$ cat config.mk
export PLATFORM = sky130hd
export DESIGN_NAME = jdv_back
export DESIGN_NICKNAME = d
export VERILOG_FILES = /design/src/hdl/joint_direction_velocity_feature_defines.svh /design/src/hdl/jdv_pkg.sv /design/src/hdl/jdv_back.sv
export SDC_FILE = /design/constraint.sdc
export NUM_CORES = 1
export LEC_CHECK = 0
export ABC_AREA = 1
export ABC_CLOCK_PERIOD_IN_PS = 1150
export BUFFER_PORTS_ARGS = -buffer_cell sky130_fd_sc_hd__buf_2
export CAP_MARGIN = 25
export CORE_AREA = 5 5 138 140
export CTS_CLUSTER_DIAMETER = 120
export DETAILED_ROUTE_END_ITERATION = 8
export DIE_AREA = 0 0 143 145
export MAX_ROUTING_LAYER = met4
export PLACE_DENSITY = 0.68
export SKIP_CTS_REPAIR_TIMING = 1
export SLEW_MARGIN = 10
export SYNTH_ARGS = -nofsm -noshare
export SYNTH_HDL_FRONTEND = slang
export SYNTH_SLANG_ARGS = --single-unit
$ cat constraint.sdc
create_clock -name clk_i -period 1.15 [get_ports clk_i]
set_clock_uncertainty 0.1 [all_clocks]
set_input_delay 0.115 -clock clk_i [delete_from_list [all_inputs] [get_ports clk_i]]
set_output_delay 0.115 -clock clk_i [all_outputs]
set_load 0.01 [all_outputs]
$ cat src/hdl/joint_direction_velocity_feature_defines.svh
// Assertion macros for the joint direction / velocity feature block.
// Included by the top level; no other dependencies.
`ifndef JOINT_DIRECTION_VELOCITY_FEATURE_DEFINES_SVH
`define JOINT_DIRECTION_VELOCITY_FEATURE_DEFINES_SVH

// Same-cycle implication, disabled during reset.
`define JDV_ASSERT_IMP(lbl, clk, rst_n, ante, cons) \
  lbl: assert property (@(posedge clk) disable iff (!rst_n) (ante) |-> (cons)) \
    else $error("jdv assertion failed");

// Next-cycle implication, disabled during reset.
`define JDV_ASSERT_NXT(lbl, clk, rst_n, ante, cons) \
  lbl: assert property (@(posedge clk) disable iff (!rst_n) (ante) |=> (cons)) \
    else $error("jdv assertion failed");

`endif

$ cat src/hdl/jdv_pkg.sv
// Shared types and constants for the joint direction / velocity feature block.
// No dependencies.
package jdv_pkg;

  localparam int AD_W      = 16;  // magnitude of a coordinate difference
  localparam int SQ_W      = 32;  // square of a difference magnitude
  localparam int S_W       = 34;  // sum of three squares, also divider denominator
  localparam int T_W       = 16;  // frame interval
  localparam int W_W       = 8;   // velocity weight
  localparam int AW_W      = AD_W + W_W;
  localparam int VEL_SHIFT = 13;  // 2 * 2^12 for round-half-up numerator
  localparam int VN_W      = AW_W + VEL_SHIFT + 1;
  localparam int OUT_W     = 20;

  localparam longint unsigned OUT_POS_MAX = 64'd524287;
  localparam longint unsigned OUT_NEG_MAX = 64'd524288;

  localparam logic           CFG_IDX_WEIGHT = 1'b0;
  localparam logic [W_W-1:0] WEIGHT_RESET   = 8'd48;

  // Per-item sideband that travels alongside the arithmetic
  typedef struct packed {
    logic       func;
    logic       zero;
    logic [2:0] neg;
  } jdv_side_t;

  // Operands handed from the front end to the divider
  typedef struct packed {
    jdv_side_t               side;
    logic [2:0][S_W-1:0]     rem0;
    logic [S_W-1:0]          den;
    logic [2:0][VN_W-1:0]    num;
  } jdv_front_t;

endpackage

$ cat src/hdl/jdv_back.sv
// Output stage: rounding of the direction root, zero cases, saturation, sign.
// Holds the output register; depends on jdv_pkg.
module jdv_back #(
  parameter int F_BITS = 12,
  parameter int QW     = 38
) (
  input  logic                              clk_i,
  input  logic                              rst_ni,
  input  logic                              en_i,
  input  logic                              valid_i,
  input  jdv_pkg::jdv_side_t                side_i,
  input  logic [2:0][QW-1:0]                quo_i,
  input  logic [2:0][F_BITS+1:0]            root_i,
  output logic                              valid_o,
  output logic [2:0][jdv_pkg::OUT_W-1:0]    out_o,
  output logic                              saturated_o
);
  import jdv_pkg::*;

  localparam int RB = F_BITS + 2;
  localparam int MW = (QW > RB + 1) ? QW : RB + 1;

  logic                   valid_q;
  logic [2:0][OUT_W-1:0]  out_q, out_d;
  logic                   sat_q, sat_d;

  // Pick the magnitude, clip it and apply the sign
  always_comb begin
    logic [MW-1:0]    mag;
    logic [OUT_W-1:0] m20;
    logic             neg;
    sat_d = 1'b0;
    for (int k = 0; k < 3; k++) begin
      if (side_i.zero) begin
        mag = '0;
      end else if (side_i.func) begin
        mag = MW'(quo_i[k]);
      end else begin
        mag = MW'((MW'(root_i[k]) + MW'(1)) >> 1);
      end
      neg = side_i.neg[k] && (mag != '0);
      if (!neg && (mag > MW'(OUT_POS_MAX))) begin
        sat_d = 1'b1;
        m20   = OUT_W'(OUT_POS_MAX);
      end else if (neg && (mag > MW'(OUT_NEG_MAX))) begin
        sat_d = 1'b1;
        m20   = OUT_W'(OUT_NEG_MAX);
      end else begin
        m20 = mag[OUT_W-1:0];
      end
      out_d[k] = neg ? (~m20 + OUT_W'(1)) : m20;
    end
  end

  always_ff @(posedge clk_i or negedge rst_ni) begin
    if (!rst_ni) begin
      valid_q <= 1'b0;
    end else if (en_i) begin
      valid_q <= valid_i;
    end
  end

  always_ff @(posedge clk_i) begin
    if (en_i) begin
      out_q <= out_d;
      sat_q <= sat_d;
    end
  end

  assign valid_o     = valid_q;
  assign out_o       = out_q;
  assign saturated_o = sat_q;

endmodule

Word-level counts from Yosys, hierarchy flattened:

Cells that the tools add are included.

* $lt $le $gt $ge: 6
* bitwise logic cells: 3
* muxes and demuxes: 16
* reductions and logical operators: 16
* add/subtract/negate cells: 6

Operator list (count)
* 2-to-1 mux 38 bit: 6
* 2-to-1 mux 20 bit: 9
* > comparator 38 x 19 -> 1 bit, second input constant: 3
* > comparator 38 x 20 -> 1 bit, second input constant: 3
* nonzero test 38 bit: 3
* adder 20 x 1 -> 20 bit, second input constant: 3
* inverter 20 bit: 3
* adder 14 x 1 -> 15 bit, second input constant: 3
* logical AND 1 bit: 9
* OR reduction 5 bit: 1
* zero test 1 bit: 3
* 2-to-1 mux 1 bit: 1

* flip-flop bits (word level): 62
* input port bits: 165
* output and inout port bits: 62

Logic depth before layout (Yosys ltp):

* word-level depth: 11
* mapped depth: 28
* depth with buffers taken out: 26

Worst setup path after synthesis:

OpenSTA, ideal clock, no wires.

* path kind: input port to flip-flop
* start point: input root_i[14] (netlist name)
* end point: register out_q (netlist bit out_o[34]) (data pin)
* setup slack: -1588 ps
* data arrival time: 2385 ps
* stages: 24
* buffers on the path: 1
* cell sequence: ha_1 nand2_1 nor2_4 nand2_1 o21ai_1 nand2_1 o21ai_2 nor2_2 nand3_4 nand2_8 inv_6 nand2_4 buf_6 a21oi_1 ha_1 inv_1 nor2_1 nand2_1 nor2_2 nand3_1 nand2_1 nand2_1 nand2_1 nand2_1

RTL lines
* start, declared: RTL line jdv_back.sv:13 `input logic [2:0][F_BITS+1:0] root_i,`
* end signal, assigned: RTL line jdv_back.sv:65 `out_q <= out_d;`
* end, declared: RTL line jdv_back.sv:24 `logic [2:0][OUT_W-1:0] out_q, out_d;`

==> flow_summary.toml <==
[outcome]
outcome = "complete, but fails checks"
violations = "setup timing"

[synthesis]
syn_avg_cell_area_um2 = 6.38
synth_flop_cell = "edfxtp_1"
synth_area_um2 = 6930
yosysMostFrequentCell = "nand2_1"
synthTopCellsByCount = "368 x nand2_1, 161 x inv_1, 122 x nor2_1"
synth.net_count = 1257
synth_top_area_cell = "edfxtp_1"
synth-edff-count = 61
synth_area_leaders = "edfxtp_1 26%, nand2_1 20%, inv_1 8.7%"
ys_ff_latch = 62
synthCells = 1086
synth_cell_types = 43
yosys_warnings = 0
ys_async_sr_fraction_pct = 1.61
ys_seq_area_share_pct = 26.8
synth_top_cell_area_share_pct = 26.4

[drt]
drt_iter0_drc = 561
drc_errors = 0
vias = 8893
viasPerCell = 4.89
wl_per_cell_um = 15.1
drt_wl_total_um = 27500
firstDrtPassIters = 6
ant_nets = 0

[hold_path]
hp-start = "en_i"
hold_depth = 2
holdPathEnd = "out_o[10]"
hp-class = "primary input to register"

[sta]
hold_ws_ns = 0.0731
grt_setup_unrepaired = "yes"
hold_violations = 0
fin_crit_sh_pct = 223
relSlewSlack_pct = 76.6
worst_pin_slew_ns = 0.351
finalMaxSlewViolations = 0
fin_ws_ns = -1.41
finalSetupTns_ns = -72.10
setup-violations-final = 61
max_freq_ghz = 0.390
finalCriticalPeriod_ns = 2.56

[grt]
grt_max_degree = 24
first_global_vias = 7970
grt_first_pass_wirelength_um = 38400
overflow = 0
grtUsageTotal_pct = 23.3
antenna_found_initial = 6

[power_and_ir_drop]
p_leak_uw = 0.00630
p_per_area_nw_per_um2 = 948
ir_worst_vdd_v = 0.000737
total_power_uw = 11500

[clocking]
htreeDepth = 3
clkTransAtPathRegs_ns = 0.06
cts_buffer_depth = 2
worstSkewPairLatency_ns = 0.34
cts_tree = "yes"
clock-sinks = 62
root_buffer = "clkbuf_16"
cts_buffers = 9

[critical_path]
start_kind = "primary input"
critPathMaxStageDelay_ns = 0.29
critical_path.cell_chain = "buf_8, clkinv_8, buf_12, nand2_8, buf_12, nor2_4, nand2_1, o21bai_1, nor2_1, nand3_1, nor2_2, nand3_2, nand2_4, buf_4, buf_6, nor2_1, nor2_2, nor3_1, nand2_1, nand2_1, nand3_1, nand2_1, inv_1"
ff2ff_path_depth = 1
reg2reg_slack_ns = 0.32
timing.rr.end = "valid_o"
crit_top_cell = "nand2_1"
cp.arrival_ns = 2.57
cp_max_fo = 6
cpMaxStageDelayCell = "nor3_1"
required_ns = 1.15
critPathKind = "primary input to register"
cp-end-kind = "register"
rr_startpoint = "valid_o"
cp-startpoint = "side_i[4]"

[floorplanning]
ios = 227
core.rowCount = 49
start_util_pct = 39.1
dieHeight_um = 145
die_w_um = 143
dieArea_um2 = 20700
fp.coreArea_um2 = 17700

[cells_and_area]
num-fill-cells = 1460
syn_to_final_growth_pct = 75.0
drive_above_1_share_pct = 52.8
final_nets = 1749

[placement]
finalWeightedCongestion = 0.987
dp_hpwl_um = 20600
io_buffers = 226

[run]
cap_viol_max_count = 0
-- critical path, delay by kind of cell --
family	cells	cell delay [ns]
buffers and inverters	7	0.72
AND/OR/NAND/NOR	15	1.55
AO/OA/AOI/OAI	1	0.17
-- through the flow --
step	util (%)	cell area [um^2]	worst slack, ns	std cells
2_1_floorplan	-	7230	-1.49	1086
3_3_place_gp	57.2	10100	-1.68	1742
3_5_place_dp	57.2	10100	-1.78	1742
4_1_cts	59.0	10500	-1.41	1758
5_1_grt	68.5	12100	-1.55	1818
6_report	68.5	12100	-1.41	1818
-- sequential cells by signal, indices dropped and copies added (netlist names) --
| name | count |
|---|---|
| valid_o | 1 |
| out_o | 60 |
| saturated_o | 1 |
-- worst max path at each step --
stage                 to  depth (start not counted)
3_5_place_dp   out_o[30]                         21
2_1_floorplan  out_o[34]                         24
5_1_grt        out_o[56]                         26
4_1_cts        out_o[30]                         21
3_3_place_gp   out_o[34]                         23
6_report       out_o[18]                         23
-- metal layers --
layer | part of all wire (%) | vias up | GRT usage, %
li1 | - | 4436 | -
met5 | 0 | - | -
met2 | 50 | 340 | 38.9
met3 | 6.1 | 52 | 3.19
met4 | 2.2 | 0 | 5.37
met1 | 41 | 4065 | 30.0
-- cells by family (layout without fill, tap and decap cells) --
kind of cell	count (synthesis)	after routing	share of synthesized area [%]
compound gates	85	85	7.89
mux	1	1	0.162
fa+ha+maj	6	6	1.08
xor+xnor	31	31	4.03
buf+inv	204	699	13.7
other cells	0	6	0
simple gates	697	699	46.3
flops	62	62	26.8
-- cells in the final DEF (no fill, tap or decap), types with 13 or more instances in the layout --
master,instances
nor2_4,28
nand3_1,60
buf_4,237
nand2_4,34
inv_1,147
xor2_1,13
clkbuf_16,13
o21ai_0,14
nand3_2,36
nand2_2,80
nor2_1,92
o21ai_1,14
buf_6,28
nand2_1,270
nand4_1,29
inv_2,20
edfxtp_1,61
buf_2,217
nor2_2,33
-- power breakdown --
group          internal [uW]  switching, uW
clock network           1930           1130
logic                   2490           2920
registers               2940           80.3
-- layout make-up --
class / count / area, um^2 / share of cell area (%)
antenna: 6 / 15.0 / 0.124
clock buffer: 9 / 225 / 1.86
clock inverter: 7 / 105 / 0.866
inverter: 176 / 713 / 5.88
multi-input combinational: 822 / 5310 / 43.8
sequential: 62 / 1860 / 15.3
tap: 229 / 287 / 2.36
timing repair buffer: 507 / 3620 / 29.8
No activity file was read; power rests on OpenSTA's default activity.
