$ cat src/hdl/joint_direction_velocity_feature_defines.svh
// Assertion macros for the joint direction / velocity feature block.
// Included by the top level; no other dependencies.
`ifndef JOINT_DIRECTION_VELOCITY_FEATURE_DEFINES_SVH
`define JOINT_DIRECTION_VELOCITY_FEATURE_DEFINES_SVH

// Same-cycle implication, disabled during reset.
`define JDV_ASSERT_IMP(lbl, clk, rst_n, ante, cons) \
  lbl: assert property (@(posedge clk) disable iff (!rst_n) (ante) |-> (cons)) \
    else $error("jdv assertion failed");

// Next-cycle implication, disabled during reset.
`define JDV_ASSERT_NXT(lbl, clk, rst_n, ante, cons) \
  lbl: assert property (@(posedge clk) disable iff (!rst_n) (ante) |=> (cons)) \
    else $error("jdv assertion failed");

`endif

$ cat src/hdl/jdv_pkg.sv
// Shared types and constants for the joint direction / velocity feature block.
// No dependencies.
package jdv_pkg;

  localparam int AD_W      = 16;  // magnitude of a coordinate difference
  localparam int SQ_W      = 32;  // square of a difference magnitude
  localparam int S_W       = 34;  // sum of three squares, also divider denominator
  localparam int T_W       = 16;  // frame interval
  localparam int W_W       = 8;   // velocity weight
  localparam int AW_W      = AD_W + W_W;
  localparam int VEL_SHIFT = 13;  // 2 * 2^12 for round-half-up numerator
  localparam int VN_W      = AW_W + VEL_SHIFT + 1;
  localparam int OUT_W     = 20;

  localparam longint unsigned OUT_POS_MAX = 64'd524287;
  localparam longint unsigned OUT_NEG_MAX = 64'd524288;

  localparam logic           CFG_IDX_WEIGHT = 1'b0;
  localparam logic [W_W-1:0] WEIGHT_RESET   = 8'd48;

  // Per-item sideband that travels alongside the arithmetic
  typedef struct packed {
    logic       func;
    logic       zero;
    logic [2:0] neg;
  } jdv_side_t;

  // Operands handed from the front end to the divider
  typedef struct packed {
    jdv_side_t               side;
    logic [2:0][S_W-1:0]     rem0;
    logic [S_W-1:0]          den;
    logic [2:0][VN_W-1:0]    num;
  } jdv_front_t;

endpackage

$ cat src/hdl/jdv_sqrt.sv
// Pipelined digit-by-digit integer square root, one root bit per stage.
// Carries the quotient through for velocity items; depends on jdv_pkg.
module jdv_sqrt #(
  parameter int F_BITS = 12,
  parameter int QW     = 38
) (
  input  logic                          clk_i,
  input  logic                          rst_ni,
  input  logic                          en_i,
  input  logic                          valid_i,
  input  jdv_pkg::jdv_side_t            side_i,
  input  logic [2:0][QW-1:0]            quo_i,
  output logic                          valid_o,
  output jdv_pkg::jdv_side_t            side_o,
  output logic [2:0][QW-1:0]            quo_o,
  output logic [2:0][F_BITS+1:0]        root_o
);
  import jdv_pkg::*;

  localparam int RB = F_BITS + 2;
  localparam int XW = (2 * RB > QW) ? 2 * RB : QW;

  logic [RB:0]                 v;
  jdv_side_t                   side [RB+1];
  logic [2:0][QW-1:0]          quo  [RB+1];
  logic [2:0][2*RB-1:0]        rad  [RB+1];
  logic [2:0][RB+1:0]          rem  [RB+1];
  logic [2:0][RB-1:0]          root [RB+1];

  assign v[0]    = valid_i;
  assign side[0] = side_i;
  assign quo[0]  = quo_i;
  assign rem[0]  = '0;
  assign root[0] = '0;
  always_comb begin
    logic [XW-1:0] qx;
    for (int k = 0; k < 3; k++) begin
      qx        = XW'(quo_i[k]);
      rad[0][k] = qx[2*RB-1:0];
    end
  end

  for (genvar i = 0; i < RB; i++) begin : g_stage
    logic [2:0][2*RB-1:0] rad_d;
    logic [2:0][RB+1:0]   rem_d;
    logic [2:0][RB-1:0]   root_d;

    // Bring down two radicand bits and try the next root bit
    always_comb begin
      logic [RB+3:0] trial;
      logic [RB+3:0] cand;
      for (int k = 0; k < 3; k++) begin
        trial    = {rem[i][k], rad[i][k][2*RB-1 -: 2]};
        cand     = (RB+4)'({root[i][k], 2'b01});
        rad_d[k] = rad[i][k] << 2;
        if (trial >= cand) begin
          rem_d[k]  = (RB+2)'(trial - cand);
          root_d[k] = {root[i][k][RB-2:0], 1'b1};
        end else begin
          rem_d[k]  = trial[RB+1:0];
          root_d[k] = {root[i][k][RB-2:0], 1'b0};
        end
      end
    end

    always_ff @(posedge clk_i or negedge rst_ni) begin
      if (!rst_ni) begin
        v[i+1] <= 1'b0;
      end else if (en_i) begin
        v[i+1] <= v[i];
      end
    end

    always_ff @(posedge clk_i) begin
      if (en_i) begin
        side[i+1] <= side[i];
        quo[i+1]  <= quo[i];
        rad[i+1]  <= rad_d;
        rem[i+1]  <= rem_d;
        root[i+1] <= root_d;
      end
    end
  end

  assign valid_o = v[RB];
  assign side_o  = side[RB];
  assign quo_o   = quo[RB];
  assign root_o  = root[RB];

endmodule

$ cat config.mk
export PLATFORM = sky130hd
export DESIGN_NAME = jdv_sqrt
export DESIGN_NICKNAME = d
export VERILOG_FILES = /design/src/hdl/joint_direction_velocity_feature_defines.svh /design/src/hdl/jdv_pkg.sv /design/src/hdl/jdv_sqrt.sv
export SDC_FILE = /design/constraint.sdc
export NUM_CORES = 2
export LEC_CHECK = 0
export ABC_CLOCK_PERIOD_IN_PS = 2500
export BUFFER_PORTS_ARGS = -buffer_cell sky130_fd_sc_hd__buf_2
export CORE_MARGIN = 3
export CORE_UTILIZATION = 45
export DETAILED_ROUTE_END_ITERATION = 10
export SETUP_SLACK_MARGIN = 0.05
export SLEW_MARGIN = 10
export SYNTH_ARGS = -nofsm -noshare
export SYNTH_HDL_FRONTEND = slang
export SYNTH_SLANG_ARGS = --single-unit
$ cat constraint.sdc
create_clock -name clk_i -period 2.5 [get_ports clk_i]
set_input_delay 0.5 -clock clk_i [delete_from_list [all_inputs] [get_ports clk_i]]
set_output_delay 0.5 -clock clk_i [all_outputs]
set_load 0.02 [all_outputs]
== After elaboration in Yosys (flattened, before gate mapping) ==
Cells that the tools add are included.
Cells by class
  add/subtract/negate cells: 39
  $mul: 0
  div/mod/pow operators: 0
  magnitude comparators: 42
  equality and inequality tests: 0
  shift operators: 0
  multiplexer cells: 81
  bitwise logic cells: 0
  reduce and logical (&&, ||, !) cells: 0
Operators with widths (number)
  two-way mux 16 bit: 36
  >= comparator 18 x 10 -> 1 bit: 3
  >= comparator 18 x 11 -> 1 bit: 3
  >= comparator 18 x 12 -> 1 bit: 3
  >= comparator 18 x 13 -> 1 bit: 3
  >= comparator 18 x 14 -> 1 bit: 3
  >= comparator 18 x 15 -> 1 bit: 3
  >= comparator 18 x 3 -> 1 bit: 3
  >= comparator 18 x 4 -> 1 bit: 3
  >= comparator 18 x 5 -> 1 bit: 3
  >= comparator 18 x 6 -> 1 bit: 3
  >= comparator 18 x 7 -> 1 bit: 3
  >= comparator 18 x 8 -> 1 bit: 3
  >= comparator 18 x 9 -> 1 bit: 3
  subtractor 16 x 10 -> 16 bit: 3
  subtractor 16 x 11 -> 16 bit: 3
  subtractor 16 x 12 -> 16 bit: 3
  subtractor 16 x 13 -> 16 bit: 3
  subtractor 16 x 14 -> 16 bit: 3
  subtractor 16 x 4 -> 16 bit: 3
  subtractor 16 x 5 -> 16 bit: 3
  subtractor 16 x 6 -> 16 bit: 3
  subtractor 16 x 7 -> 16 bit: 3
  subtractor 16 x 8 -> 16 bit: 3
  other kinds (6): 57
Word-level totals
  bits in registers: 3126
  bits in latches: 0
  bits in writable memories: 0
  ROM bits: 0
  input port bits: 123
  output and inout bits: 162
  logic and storage cells: 383
  memories kept: 0

== Depth between registers and ports, before layout ==
  depth in word-level cells: 2
  gate-level depth with buffers: 12
  depth with buffers taken out: 10

== Worst setup path before layout ==
No wires, ideal clock.
  kind: register to register
  from: reg g_stage[11].$5.trial[3] (netlist name)
  to: reg g_stage[12].$5.trial[7] (netlist name)
  setup time: 254 ps
  arrival: 2406 ps
  required time: 2246 ps
  slack: -161 ps
  cell stages (with the launch flop): 10
  buffers on the path: 2
  clock period less this slack: 2661 ps
  path through: edfxtp_1 -> ha_1 -> o21ai_0 -> a21oi_1 -> o311ai_0 -> o21ai_0 -> or2_2 -> buf_2 -> buf_2 -> o21a_1

==> results.txt <==
Fill cells in the final layout number 16.8k. The final setup violation count came out at 34. Timing analysis after detailed placement gives a worst setup slack of -214 ps.

The worst hold path belongs to the class in2reg. Yosys instantiated no cell more often than sky130_fd_sc_hd__edfxtp_1. The buffering stage count on the worst path with inverters included is 2. The total standard cell area after synthesis is 99500 um2. The floorplan die width came out at 476 um.

The number of cells in the design after placement came out at 9548. The clock passes through at most 4 buffers. For this run, asynchronously set or reset flops after synthesis account for 0.549%.

The number of nets still failing antenna checks after routing is 0. The flop and latch count out of synthesis came out at 2550. Summing all flip-flop and latch instances after layout gives 76500 um2.

The detailed-route via count is 50.3k. Measured in cells, the most critical reg-to-reg path has a length of 9. By area the synthesized netlist is led by sky130_fd_sc_hd__edfxtp_1 77%, sky130_fd_sc_hd__ha_1 4.4%, sky130_fd_sc_hd__xor2_1 1.7%, sky130_fd_sc_hd__xnor2_1 1.6%, sky130_fd_sc_hd__inv_1 1.6%. The critical path in this run is classified as reg2reg. The top-level port count is 285. The maximum fanout along the worst path came out at 4. The startpoint identified for the worst register-to-register timing path is rem[213]$_DFFE_PP_.

The arrival time reported for the critical path endpoint is 3170 ps. Among all flip-flop cells after synthesis, the most frequent one is sky130_fd_sc_hd__edfxtp_1. The max-capacitance violation count is 0. The first-pass GRT wire length came out at 260 mm. The worst clock skew came out at 49.5 ps. The worst path uses 103% of the clock period.

The register-to-register setup slack is -70 ps. The synthesis-to-layout area growth came out at 22.1%. The maximum vdd ir drop came out at 0.705 mV. The clock tree synthesis step divided the H-tree into 5 levels. The number of buffers created by CTS came out at 287. The fraction of final layout cells sized beyond drive strength 1 is 24.3%. The via-per-instance ratio came out at 4.87. The transition time of the tightest slew-check pin came out at 640 ps.

sky130_fd_sc_hd__edfxtp_1 takes more of the synthesized area than any other cell. The via count of the first global-routing pass came out at 50.2k. The final critical path time including I/O delays and setup is 2570 ps. The sum of negative setup slack came out at -980 ps. The path with the worst hold slack has its endpoint at quo[1595]$_DFFE_PP_. The pin count of the biggest net entering global routing is 87. In this run the critical register-to-register path is captured at rem[168]$_DFFE_PP_. The count of endpoints failing hold in the final timing report came out at 0. The number of placement rows is 171. The final worst slack came out at -73.4 ps. The worst setup path is captured at a register.

The combined area of the multi-input logic cells came out at 22700 um2. In this run the standard cell core region covers 218000 um2. Setup repair after global routing could not meet its margin everywhere.

Clock tree synthesis selected as its root buffer the cell sky130_fd_sc_hd__clkbuf_16. The power density over the cells is 856 nW/um2. Yosys mapped a number of flops with a built-in enable equal to 2536. By count the netlist is led by 2536 x sky130_fd_sc_hd__edfxtp_1, 423 x sky130_fd_sc_hd__inv_1, 348 x sky130_fd_sc_hd__ha_1.

In the routed design, unresolved DRC markers number 0. Measured along the y axis, the die boundary spans 476 um. Timing would allow up to 389 MHz. The number of non-filler instances in the completed layout came out at 10.3k. The total wire length after detailed routing came out at 165 mm. The HPWL after detailed placement is 108 mm. The cell count after synthesis is 6055. Traced cell by cell, the critical path runs through ha_4 -> a211oi_2 -> nor2_1 -> or4_1 -> o211ai_1 -> and3b_2 -> clkinv_4 -> buf_12 -> mux2_2. The analysis attributes to cell leakage a power of 45.3 nW.

The die footprint is 227000 um2. In this design, the stage delay of the slowest critical-path cell is 470 ps. The largest individual stage delay along the critical path comes from the cell sky130_fd_sc_hd__or4_1. The run finished, with violations left.

The count of buffers added on input and output ports is 284. Broken down by cell family, the worst path's largest delay share belongs to simple AND/OR/NAND/NOR gates. The total overflow left after global routing is 0.

The sort of element at the start of the critical path is a register. The number of nets in the layout came out at 7636. The wire length per cell after detailed routing came out at 16.0 um. The synthesized design devotes to its leading area cell type 76.6% of total area. The number of DRC violations after detailed-routing iteration 0 came out at 3105.

The number of antenna violations at the first check in global routing came to 2. Before antenna repair, the detailed router went through 5 iterations. The clock drives 2550 sinks.

Yosys mapped the design onto 96 distinct sky130hd cell types. The startpoint identified for the worst hold timing path is quo_i[113]. The hold path depth is 2. The number of synthesis warnings came out at 0. The initial utilization of the core area, before any placement, comes to 45.5%.

The data required time of the worst path came out at 3100 ps. The completed layout was analyzed and its total power is 104 mW. The total global-route track usage came out at 14.0%.

The number of slew-limit violations in the final report is 0. The final design utilization came out at 55.6%. Sequential elements use 76.9% of the synthesized area. The later pin in the worst-skew pair is clocked with a latency of 890 ps. Routability-driven placement finished with a final weighted congestion of 0.851. The synthesized area per cell is 16.4 um2. TritonCTS built the clock tree.

The final reports fail on setup timing. The clock transition at the registers of the reported paths came out at 60 ps. Measured against its own limit, the worst slew margin works out to 57.2%.
[flip-flops by register name, summed over array words and instances (netlist names), 5 cells and up]
signal            cells
side                 65
v                    13
root_o               42
g_stage.$5.cand      91
quo_o               114
quo                1482
g_stage.$5.trial    185
side_o                5
root                182
rem                 370
[placed cells by master, fill, tap and decap left out, drive strengths merged, types with 32 or more instances in the layout]
cell / n
a21o: 66
a21oi: 274
buf: 869
clkbuf: 337
clkinv: 122
dlygate4sd3: 123
edfxtp: 2536
ha: 348
inv: 434
mux2: 67
nand2: 273
nand2b: 67
nand3: 57
nand4: 38
nor2: 305
nor2b: 48
nor3: 136
nor4: 49
o21a: 79
o21ai: 252
o31ai: 32
or3: 50
xnor2: 183
xor2: 196
[power breakdown]
group	switching, mW	internal (mW)
logic	5.95	5.40
registers	1.83	51.5
clock network	15.6	23.6
[repair_timing]
| action | 4_1_cts | 5_1_grt |
|---|---|---|
| gates cloned | 3 | 6 |
| setup buffers | 34 | 106 |
| gates resized for setup | 131 | 471 |
| endpoints found under the setup margin | 191 | 363 |
| endpoints found under the hold margin | 158 | 0 |
| hold buffers | 123 | 0 |
| pin swaps | 31 | 151 |
[cell families after synthesis]
group	synth area share, %
AO/OA/AOI/OAI	5.71
XOR/XNOR	3.34
multiplexers	1.01
other	0.00377
flip-flops	76.9
buffers and inverters	2.78
adder cells (fa/ha/maj)	4.38
AND/OR/NAND/NOR	5.86
[worst max path at each step]
stage                                       from                           endpoint  slack [ps]  cells after the start
6_report                      rem[213]$_DFFE_PP_                 rem[168]$_DFFE_PP_         -70                      9
5_1_grt          g_stage[5].$5.cand[2]$_DFFE_PP_  g_stage[6].$5.trial[14]$_DFFE_PP_        -190                      9
4_1_cts                       root[98]$_DFFE_PP_                  rem[69]$_DFFE_PP_         -70                     10
3_5_place_dp    g_stage[10].$5.cand[5]$_DFFE_PP_  g_stage[11].$5.trial[3]$_DFFE_PP_        -210                      9
3_3_place_gp    g_stage[10].$5.cand[5]$_DFFE_PP_  g_stage[11].$5.trial[3]$_DFFE_PP_        -150                      9
2_1_floorplan  g_stage[11].$5.trial[3]$_DFFE_PP_  g_stage[12].$5.trial[7]$_DFFE_PP_          20                      9
[routing by layer]
layer,track usage [%],vias up,part of all wire [%]
met3,2.50,368,3.4
met2,23.6,834,49
li1,-,24900,-
met5,0,-,0
met4,4.94,0,3.2
met1,18.2,24200,44
[worst register-to-register path, stage by stage, from the launching register on]
cell and delay, ps:
sky130_fd_sc_hd__edfxtp_1 430, sky130_fd_sc_hd__ha_4 280, sky130_fd_sc_hd__a211oi_2 170, sky130_fd_sc_hd__nor2_1 70, sky130_fd_sc_hd__or4_1 480, sky130_fd_sc_hd__o211ai_1 130, sky130_fd_sc_hd__and3b_2 270, sky130_fd_sc_hd__clkinv_4 80
sky130_fd_sc_hd__buf_12 130, sky130_fd_sc_hd__mux2_2 270
[final cells by class]
class | instances | share of cell area, %
clock inverters | 160 | 1.18
multi-input cells | 2901 | 18.7
repair inverters | 1 | 0.00928
inverters | 428 | 1.34
diodes | 2 | 0.00412
repair buffers | 996 | 6.63
well taps | 2941 | 3.03
clock buffers | 334 | 6.13
flip-flops and latches | 2550 | 63.0
[through the flow]
stage	cell area (um2)	hold WS (ps)
2_1_floorplan	99600	204
6_report	121000	303
3_5_place_dp	108000	405
5_1_grt	121000	244
3_3_place_gp	108000	400
4_1_cts	118000	210
No activity file was read; power rests on OpenSTA's default activity.
